===== config.mk =====
export PLATFORM = sky130hd
export DESIGN_NAME = prsd_front
export DESIGN_NICKNAME = d
export VERILOG_FILES = /design/src/hw/rtl/prsd_pkg.sv /design/src/hw/rtl/prsd_front.sv
export SDC_FILE = /design/constraint.sdc
export NUM_CORES = 1
export LEC_CHECK = 0
export BUFFER_PORTS_ARGS = -buffer_cell sky130_fd_sc_hd__buf_2
export CELL_PAD_IN_SITES_DETAIL_PLACEMENT = 1
export CELL_PAD_IN_SITES_GLOBAL_PLACEMENT = 1
export CORE_MARGIN = 1
export CORE_UTILIZATION = 45
export CTS_CLUSTER_DIAMETER = 50
export DETAILED_ROUTE_END_ITERATION = 12
export PLACE_DENSITY_LB_ADDON = 0.3
export SLEW_MARGIN = 20
export SYNTH_ARGS = -nofsm -noshare
export SYNTH_HDL_FRONTEND = slang
export SYNTH_SLANG_ARGS = --single-unit

===== constraint.sdc =====
create_clock -name clk -period 9.4 [get_ports clk]
set_input_delay 2.35 -clock clk [delete_from_list [all_inputs] [get_ports clk]]
set_output_delay 2.35 -clock clk [all_outputs]
set_load 0.05 [all_outputs]

===== src/hw/rtl/prsd_pkg.sv =====
// ----------------------------------------------------------------------------
// prsd_pkg
// Shared types and constants for the palette run-length sprite decoder.
// ----------------------------------------------------------------------------
package prsd_pkg;

  localparam int PaletteDepthDefault = 256;

  localparam logic [1:0] OP_START   = 2'd0;
  localparam logic [1:0] OP_DATA    = 2'd1;
  localparam logic [1:0] OP_PALETTE = 2'd2;

  localparam logic [1:0] CFG_MODE   = 2'd0;
  localparam logic [1:0] CFG_WIDTH  = 2'd1;
  localparam logic [1:0] CFG_HEIGHT = 2'd2;
  localparam logic [1:0] CFG_PSIZE  = 2'd3;

  localparam logic [1:0] ST_BUSY      = 2'd0;
  localparam logic [1:0] ST_COMPLETE  = 2'd1;
  localparam logic [1:0] ST_MALFORMED = 2'd2;

  localparam logic [1:0] PH_ROW  = 2'd0;
  localparam logic [1:0] PH_TOK  = 2'd1;
  localparam logic [1:0] PH_RUN  = 2'd2;
  localparam logic [1:0] PH_DONE = 2'd3;

  typedef struct packed {
    logic [1:0]  opcode;
    logic [7:0]  data_byte;
    logic        last_byte;
    logic [7:0]  palette_index;
    logic [23:0] palette_color;
  } in_item_t;

  typedef struct packed {
    logic        pixel_valid;
    logic [15:0] pixel_x;
    logic [15:0] pixel_y;
    logic [7:0]  red;
    logic [7:0]  green;
    logic [7:0]  blue;
    logic [7:0]  alpha;
    logic [1:0]  status;
  } out_item_t;

  // classified work passed from the parser to the pixel stage
  typedef struct packed {
    logic        lookup;
    logic        direct;
    logic        pal_write;
    logic [7:0]  index;
    logic [23:0] color;
    logic [15:0] x;
    logic [15:0] y;
    logic [7:0]  alpha;
    logic [1:0]  status;
  } job_t;

  // alpha code expansion
  function automatic logic [7:0] alpha_scale(input logic [7:0] code);
    logic [10:0] p;
    p = {8'd0, code[7:5]} * 11'd255;
    if (code == 8'hff) return 8'hff;
    return p[10:3];
  endfunction

endpackage


===== src/hw/rtl/prsd_front.sv =====
// ----------------------------------------------------------------------------
// prsd_front
// Parses the byte stream, tracks position and emits one job per item.
// ----------------------------------------------------------------------------
module prsd_front #(
  parameter int PaletteDepth = prsd_pkg::PaletteDepthDefault
) (
  input  logic              clk,
  input  logic              rst,
  input  logic              in_valid,
  input  prsd_pkg::in_item_t in_data,
  input  logic              cfg_valid,
  input  logic [1:0]        cfg_index,
  input  logic [15:0]       cfg_data,
  output prsd_pkg::job_t    job,
  output logic              job_valid,
  input  logic              job_room
);
  import prsd_pkg::*;

  logic        take;
  logic [1:0]  decode_mode;
  logic [15:0] image_width, image_height;
  logic [8:0]  palette_size;
  logic [15:0] row_count, row_count_next;
  logic [16:0] column_count, column_count_next;
  logic [7:0]  runs_left, runs_left_next;
  logic [6:0]  run_pixels_left, run_pixels_left_next;
  logic [1:0]  run_kind, run_kind_next;
  logic [1:0]  byte_phase, byte_phase_next;
  logic [23:0] held_bytes, held_bytes_next;
  logic [1:0]  parse_phase, parse_phase_next;
  logic        sprite_done, sprite_done_next, excess_seen, excess_seen_next;
  logic [8:0]  limit;
  job_t        j;
  logic [6:0]  len;
  logic [1:0]  kind;
  logic [7:0]  b, rl;
  logic [15:0] rc1;

  assign take = in_valid && job_room;
  assign limit = (palette_size < 9'(PaletteDepth)) ? palette_size : 9'(PaletteDepth);
  assign b = in_data.data_byte;

  // parser next state
  always_comb begin
    row_count_next = row_count; column_count_next = column_count;
    runs_left_next = runs_left; run_pixels_left_next = run_pixels_left;
    run_kind_next = run_kind; byte_phase_next = byte_phase;
    held_bytes_next = held_bytes; parse_phase_next = parse_phase;
    sprite_done_next = sprite_done; excess_seen_next = excess_seen;
    j = '0; len = '0; kind = '0; rl = '0;
    rc1 = row_count + 16'd1;
    j.x = column_count[15:0];
    j.y = row_count;
    unique case (in_data.opcode)
      OP_START: begin
        row_count_next = '0; column_count_next = '0; runs_left_next = '0;
        run_pixels_left_next = '0; run_kind_next = '0; byte_phase_next = '0;
        held_bytes_next = '0; sprite_done_next = 1'b0; excess_seen_next = 1'b0;
        parse_phase_next = (image_height == 16'd0 ||
                            (!decode_mode[1] && image_width == 16'd0)) ? PH_DONE : PH_ROW;
      end
      OP_PALETTE: begin
        j.pal_write = 32'(in_data.palette_index) < PaletteDepth;
        j.index = in_data.palette_index;
        j.color = in_data.palette_color;
      end
      OP_DATA: if (!sprite_done) begin
        if (parse_phase == PH_DONE) begin
          if (decode_mode == 2'd0) excess_seen_next = 1'b1;
        end else if (decode_mode == 2'd0) begin
          if (byte_phase < 2'd3) begin
            held_bytes_next = held_bytes | (24'(b) << {byte_phase, 3'b000});
            byte_phase_next = byte_phase + 2'd1;
          end else begin
            // held bytes are blue, green, red from low to high
            j.direct = 1'b1;
            j.color = held_bytes;
            j.alpha = b;
            byte_phase_next = '0; held_bytes_next = '0;
            column_count_next = column_count + 17'd1;
            if (column_count_next >= {1'b0, image_width}) begin
              row_count_next = rc1; column_count_next = '0;
              parse_phase_next = (rc1 >= image_height) ? PH_DONE : PH_ROW;
            end
          end
        end else if (decode_mode == 2'd1) begin
          if (byte_phase == 2'd0) begin
            held_bytes_next = {16'd0, b}; byte_phase_next = 2'd1;
          end else begin
            j.lookup = b != 8'd0 && column_count < {1'b0, image_width} &&
                       {1'b0, held_bytes[7:0]} < limit;
            j.index = held_bytes[7:0]; j.alpha = b;
            byte_phase_next = '0; held_bytes_next = '0;
            column_count_next = column_count + 17'd1;
            if (column_count_next >= {1'b0, image_width}) begin
              row_count_next = rc1; column_count_next = '0;
              parse_phase_next = (rc1 >= image_height) ? PH_DONE : PH_ROW;
            end
          end
        end else begin
          // run-length modes
          rl = runs_left;
          unique case (parse_phase)
            PH_ROW: begin
              runs_left_next = b; column_count_next = '0;
              if (b == 8'd0) begin
                row_count_next = rc1;
                parse_phase_next = (rc1 >= image_height) ? PH_DONE : PH_ROW;
              end else parse_phase_next = PH_TOK;
            end
            PH_TOK: begin
              if (decode_mode == 2'd2) begin
                len = b[6:0]; kind = b[7] ? 2'd3 : 2'd0;
              end else begin
                len = {1'b0, b[5:0]}; kind = b[7:6];
                if (kind == 2'd2) kind = 2'd1;
              end
              run_kind_next = kind;
              if (kind == 2'd3 || len == 7'd0) begin
                if (kind == 2'd3) column_count_next = column_count + 17'(len);
                rl = runs_left - 8'd1;
              end else begin
                run_pixels_left_next = len; byte_phase_next = '0;
                parse_phase_next = PH_RUN;
              end
            end
            default: begin
              if (run_kind == 2'd1 && byte_phase == 2'd0) begin
                held_bytes_next = {16'd0, b}; byte_phase_next = 2'd1;
              end else begin
                j.index = b;
                j.lookup = column_count < {1'b0, image_width} && {1'b0, b} < limit;
                if (run_kind == 2'd1) begin
                  if (held_bytes[7:0] < 8'h20) j.lookup = 1'b0;
                  j.alpha = alpha_scale(held_bytes[7:0]);
                end else j.alpha = 8'hff;
                byte_phase_next = '0; held_bytes_next = '0;
                column_count_next = column_count + 17'd1;
                if (run_pixels_left <= 7'd1) begin
                  run_pixels_left_next = '0;
                  rl = runs_left - 8'd1;
                end else run_pixels_left_next = run_pixels_left - 7'd1;
              end
            end
          endcase
          // end of run bookkeeping
          if (rl != runs_left) begin
            runs_left_next = rl;
            if (rl == 8'd0) begin
              row_count_next = rc1; column_count_next = '0;
              parse_phase_next = (rc1 >= image_height) ? PH_DONE : PH_ROW;
            end else parse_phase_next = PH_TOK;
          end
        end
        if (in_data.last_byte) begin
          sprite_done_next = 1'b1;
          j.status = (parse_phase_next == PH_DONE && !excess_seen_next) ?
                     ST_COMPLETE : ST_MALFORMED;
        end
      end
      default: ;
    endcase
    if (!j.lookup && !j.direct) begin
      j.x = '0; j.y = '0; j.alpha = '0;
      if (!j.pal_write) begin j.index = '0; j.color = '0; end
    end
  end

  // state registers
  always_ff @(posedge clk) begin
    if (rst) begin
      decode_mode <= '0; image_width <= 16'd1; image_height <= 16'd1;
      palette_size <= '0; row_count <= '0; column_count <= '0; runs_left <= '0;
      run_pixels_left <= '0; run_kind <= '0; byte_phase <= '0; held_bytes <= '0;
      parse_phase <= PH_ROW; sprite_done <= 1'b0; excess_seen <= 1'b0;
      job_valid <= 1'b0;
    end else begin
      if (cfg_valid) begin
        unique case (cfg_index)
          CFG_MODE:   decode_mode <= cfg_data[1:0];
          CFG_WIDTH:  image_width <= cfg_data;
          CFG_HEIGHT: image_height <= cfg_data;
          CFG_PSIZE:  palette_size <= cfg_data[8:0];
          default: ;
        endcase
      end
      job_valid <= take;
      if (take) begin
        row_count <= row_count_next; column_count <= column_count_next;
        runs_left <= runs_left_next; run_pixels_left <= run_pixels_left_next;
        run_kind <= run_kind_next; byte_phase <= byte_phase_next;
        held_bytes <= held_bytes_next; parse_phase <= parse_phase_next;
        sprite_done <= sprite_done_next; excess_seen <= excess_seen_next;
      end
    end
  end

  always_ff @(posedge clk) begin
    if (take) job <= j;
  end

endmodule


# --- Word-level counts from Yosys, hierarchy flattened ---
# Index checks and enable logic that the tools add are counted.
classes:
  n_addsub: 6
  multipliers: 1
  n_div: 0
  order_cmp: 9
  eq_ne: 29
  shifts: 1
  n_mux: 167
  n_bitwise: 3
  reduce_logical: 41
ops:
  columns: ["operator", "n"]
  rows:
  - ["8-bit two-way mux", 31]
  - ["17-bit two-way mux", 12]
  - ["24-bit two-way mux", 8]
  - ["16-bit two-way mux", 11]
  - ["7-bit two-way mux", 14]
  - ["32-bit two-way mux", 3]
  - ["2-bit two-way mux", 40]
  - ["72-bit two-way mux", 1]
  - ["17-bit one-hot mux with 2 select lines", 2]
  - ["32-bit one-hot mux with 2 select lines", 1]
  - ["24-bit one-hot mux with 2 select lines", 1]
  - ["16-bit zero test", 2]
  - ["16-bit one-hot mux with 2 select lines", 1]
  - ["8-bit one-hot mux with 2 select lines", 2]
  - ["1-bit two-way mux", 28]
  - ["7-bit one-hot mux with 2 select lines", 2]
  - ["24-bit bitwise OR", 1]
  - ["8-bit by 5-bit << shifter with 24-bit output", 1]
  - ["10-bit two-way mux", 2]
  - ["2-bit one-hot mux with 2 select lines", 5]
  - ["8-bit by 9-bit less-than comparator with 1-bit output", 2]
  - ["17-bit by 1-bit adder with 17-bit output, second input constant", 1]
  - ["17-bit by 7-bit adder with 17-bit output", 1]
  - ["17-bit by 16-bit >= comparator with 1-bit output", 1]
  - ["41 further kinds", 84]
word_totals:
  reg_bits: 201
  latch_bits: 0
  ram_bits: 0
  rom_bits: 0
  in_bits: 66
  output_inout_bits: 78
  wordCells: 281
  mem_count: 0

# --- Depth between registers and ports, before layout ---
depth:
  depth_word: 33
  mapped_depth: 17
  ltp_nobuf: 17

# --- Worst setup path before layout ---
# Ideal clock, no wire load.
synth_path:
  path_type: "input to register"
  start: "input port in_valid"
  end: "register row_count[11]"
  setup_ns: 0.069
  arrival_time_ns: 7.176
  t_required_ns: 9.331
  setup_slack_ns: 2.156
  path_stages: 9
  n_path_buf: 1
  cell_sequence: "and2_0 -> o21ai_0 -> a21oi_1 -> nand2_1 -> nor2_1 -> and2_4 -> buf_6 -> nand2_1 -> o21ai_1"
synth_between:
  elab_chain_len: 2
synth_rtl:
  columns: ["element", "line", "text"]
  rows:
  - ["start: declaration", "prsd_front.sv:10", "input logic in_valid,"]
  - ["1-bit logical AND", "prsd_front.sv:41", "assign take = in_valid && job_room;"]
  - ["6-bit AND reduction (no line)", null, null]
  - ["end signal: assignment", "prsd_front.sv:191", "row_count <= row_count_next; column_count <= column_count_next;"]
  - ["end: declaration", "prsd_front.sv:25", "logic [15:0] row_count, row_count_next;"]
# No other way between the ends.
# A chain may end at the register's enable or synchronous reset.

# --- Worst setup path in the final report ---
layout_path:
  start: "input port in_data[42] (netlist name)"
  end: "register job[7] (netlist name), data pin"
layout_between:
  elab_chain_len: 5
  word_cells_on_any_way: 7
  classes_between: "1 x eq/ne; 1 x mux; 1 x bitwise; 4 x reduce/logical"
layout_rtl:
  columns: ["element", "line", "text"]
  rows:
  - ["start: declaration", "prsd_front.sv:11", "input prsd_pkg::in_item_t in_data,"]
  - ["2-bit by 1-bit == test with 1-bit output *", "prsd_front.sv:56", "unique case (in_data.opcode)"]
  - ["2-bit two-way mux", "prsd_front.sv:56", null]
  - ["1-bit zero test", "prsd_front.sv:165", "if (!j.lookup && !j.direct) begin"]
  - ["1-bit logical AND", "prsd_front.sv:165", null]
  - ["4-bit OR reduction (no line) *", null, null]
  - ["end signal: assignment", "prsd_front.sv:201", "if (take) job <= j;"]
  - ["end: declaration", "prsd_front.sv:15", "output prsd_pkg::job_t job,"]
# Mark *: on every way between the ends. The rest lies on a longest branch, timed or not.

==> results.toml <==
[yosys]
synth_edf_count = 77
ys_types = 83
yosys.area.top_type = "dfxtp_1"
seq_area_frac_synth = 0.3921
synth_top_area_share = 0.2030
netlist_area_mm2 = 0.01223
syn-instance-count = 1402
synth_nets = 1561
yosysWarnings = 0
synth-seq-cells = 201
synth_area_leaders = "dfxtp_1, edfxtp_1, ha_1"
synth_common_cells = "nand2_1, a21oi_1, dfxtp_1"
async_flop_share = 0
synth_ff_type = "dfxtp_1"
synth_most_common_cell = "nand2_1"
synth.avg_cell_area_um2 = 8.722

[clock_tree]
path_clk_slew_ns = 0.06
clock_latency_ns = 0.54
cts.path.max_buffers = 3
postCtsResizedCells = 0
cts_buffers = 27
cts_tree = "built"
cts_setup_buffers = 0
cts_hold_buf = 0
cts.sinks = 201
cts_max_level = 1
cts_root_buffer = "clkbuf_16"

[route]
ant_nets = 0
num_vias = 11230
wire_per_inst_um = 21.31
drt_iter0_drc = 883
dr.pass1.iters = 6
routed_wl_mm = 39.61
vias_per_cell = 6.041
drc = 0

[global_routing]
grt-ovfl-total = 0
grt_usage = 0.2836
grt_pass1_vias = 11394
grt_first_pass_wirelength_mm = 63.07
grt_start_max_net_pins = 75
antenna_found_initial = 0

[sta]
slew_viol_final = 0
clock.fmax_mhz = 187.6
period_share = 0.5671
tns_ns = 0
finClkSkew_ns = 0.009758
period_needed_ns = 5.331
worstMarginPinSlew_ns = 1.144
setup_violations = 0
hold_violations = 0
rsz0062_at_grt = "false"
max_slew_margin = 0.2344
setup_slack_ns = 4.069

[final_layout]
diodes = 0
instances_no_fill = 1859
utilization = 0.5295
area_growth_pct = 14.11
drive_gt1_frac = 0.1509
nets = 1663

[placement]
dp_hpwl_mm = 29.07
io_buffers = 143
place_congestion = 0.9014
place_inst = 1810
dp_slack_ns = 3.586

[run]
maxCapViolCount = 0

[power]
power.density_mw_per_mm2 = 155.9
leakage_uw = 0.005244
ir_worst_vdd_mv = 0.1211
finalPower_uw = 2175

[critical_path]
cp_max_fo = 39
cp_data_required_time_ns = 9.77
r2r-start = "column_count[2]"
r2r_slack_ns = 4.42
reg2reg_depth = 15
worstPathArrival_ns = 5.70
r2r_end = "column_count[9]"
crit_type = "input pin to flop"
endpoint_kind = "flop"
start_kind = "input pin"

[die]
pin_count = 144
rows = 59
die_y_um = 166.8
start_util = 0.4640
dieArea_mm2 = 0.02784
coreArea_mm2 = 0.02635
die_x_um = 166.8

[worst_hold_path]
holdCritStartpoint = "palette_size[3]"
whs_path_depth = 2
hold_end = "palette_size[3]"
hp-class = "flop to flop"

[run_status]
status = "finished clean"
## critical path, cell delays in order
cell	delay, ns
buf_2	0.12
inv_1	0.08
ha_1	0.14
buf_4	0.32
inv_1	0.26
nor2_1	0.27
nand2_1	0.09
nor2_1	0.68
o21ai_0	0.19
nor4_1	0.51
a31oi_4	0.15
buf_4	0.32
a21oi_1	0.19
## how the worst max path moves through the flow
stage	cells after the start	slack, ns	start	endpoint
3_5_place_dp	13	3.59	in_data[42]	job[8]
4_1_cts	13	4.15	in_data[42]	job[8]
2_1_floorplan	9	2.16	in_valid	row_count[11]
6_report	13	4.07	in_data[42]	job[7]
5_1_grt	13	3.71	in_data[42]	job[7]
3_3_place_gp	12	3.72	in_data[42]	job[66]
## cells in the final DEF (no fill, tap or decap), drive strengths merged, types with 51 or more instances in the layout
cell / instances
ha: 86
nand2: 193
buf: 152
a21oi: 142
edfxtp: 77
dfxtp: 124
inv: 65
nor2b: 51
nor2: 102
o21ai: 62
## state kept, by name (all words and copies together) (netlist names), 2 cells and up
signal and flops:
held_bytes 24, palette_size 9, runs_left 8, row_count 16
decode_mode 2, image_height 16, parse_phase 2, column_count 17
byte_phase 2, run_pixels_left 7, image_width 16, job 77
run_kind 2
## logic make-up after synthesis
family	after synthesis	share of synthesized area
buffers and inverters	142	0.04697
muxes	11	0.009414
AOI/OAI and AO/OA	383	0.2064
xor gates and xnor gates	56	0.04011
adders and majority gates	93	0.09946
DFF	201	0.3921
and+or+nand+nor	516	0.2056
## layer usage
| layer | track usage | wire length, um | vias to the layer above |
|---|---|---|---|
| met4 | 0.09461 | 1175 | 0 |
| met2 | 0.4819 | 18780 | 433 |
| li1 | - | - | 5254 |
| met3 | 0.04349 | 2654 | 83 |
| met5 | 0 | 0 | - |
| met1 | 0.3667 | 16990 | 5460 |
## where the power goes
group | switching, uW | total [uW] | internal, uW
combinational | 189 | 260 | 70.3
clock | 402 | 973 | 571
sequential | 14.1 | 943 | 928
total | 606 | 2180 | 1570
## per-stage QoR
step	hold slack, ns	area, um2
after floorplan	0.4368	12230
after global placement	0.4461	13110
after detailed placement	0.4554	13110
after CTS	0.4630	13950
after global routing	0.4873	13950
final	0.4595	13950
## final cells by class
| cell class | count | area, um2 |
|---|---|---|
| fill | 3074 | 12400 |
| multi-input combinational | 1059 | 6878 |
| sequential | 201 | 4795 |
| timing repair buffer | 152 | 783.3 |
| clock buffer | 33 | 718.2 |
| tap | 335 | 419.2 |
| inverter | 63 | 236.5 |
| clock inverter | 16 | 123.9 |
Note: power is estimated with default switching activity, not from simulation.
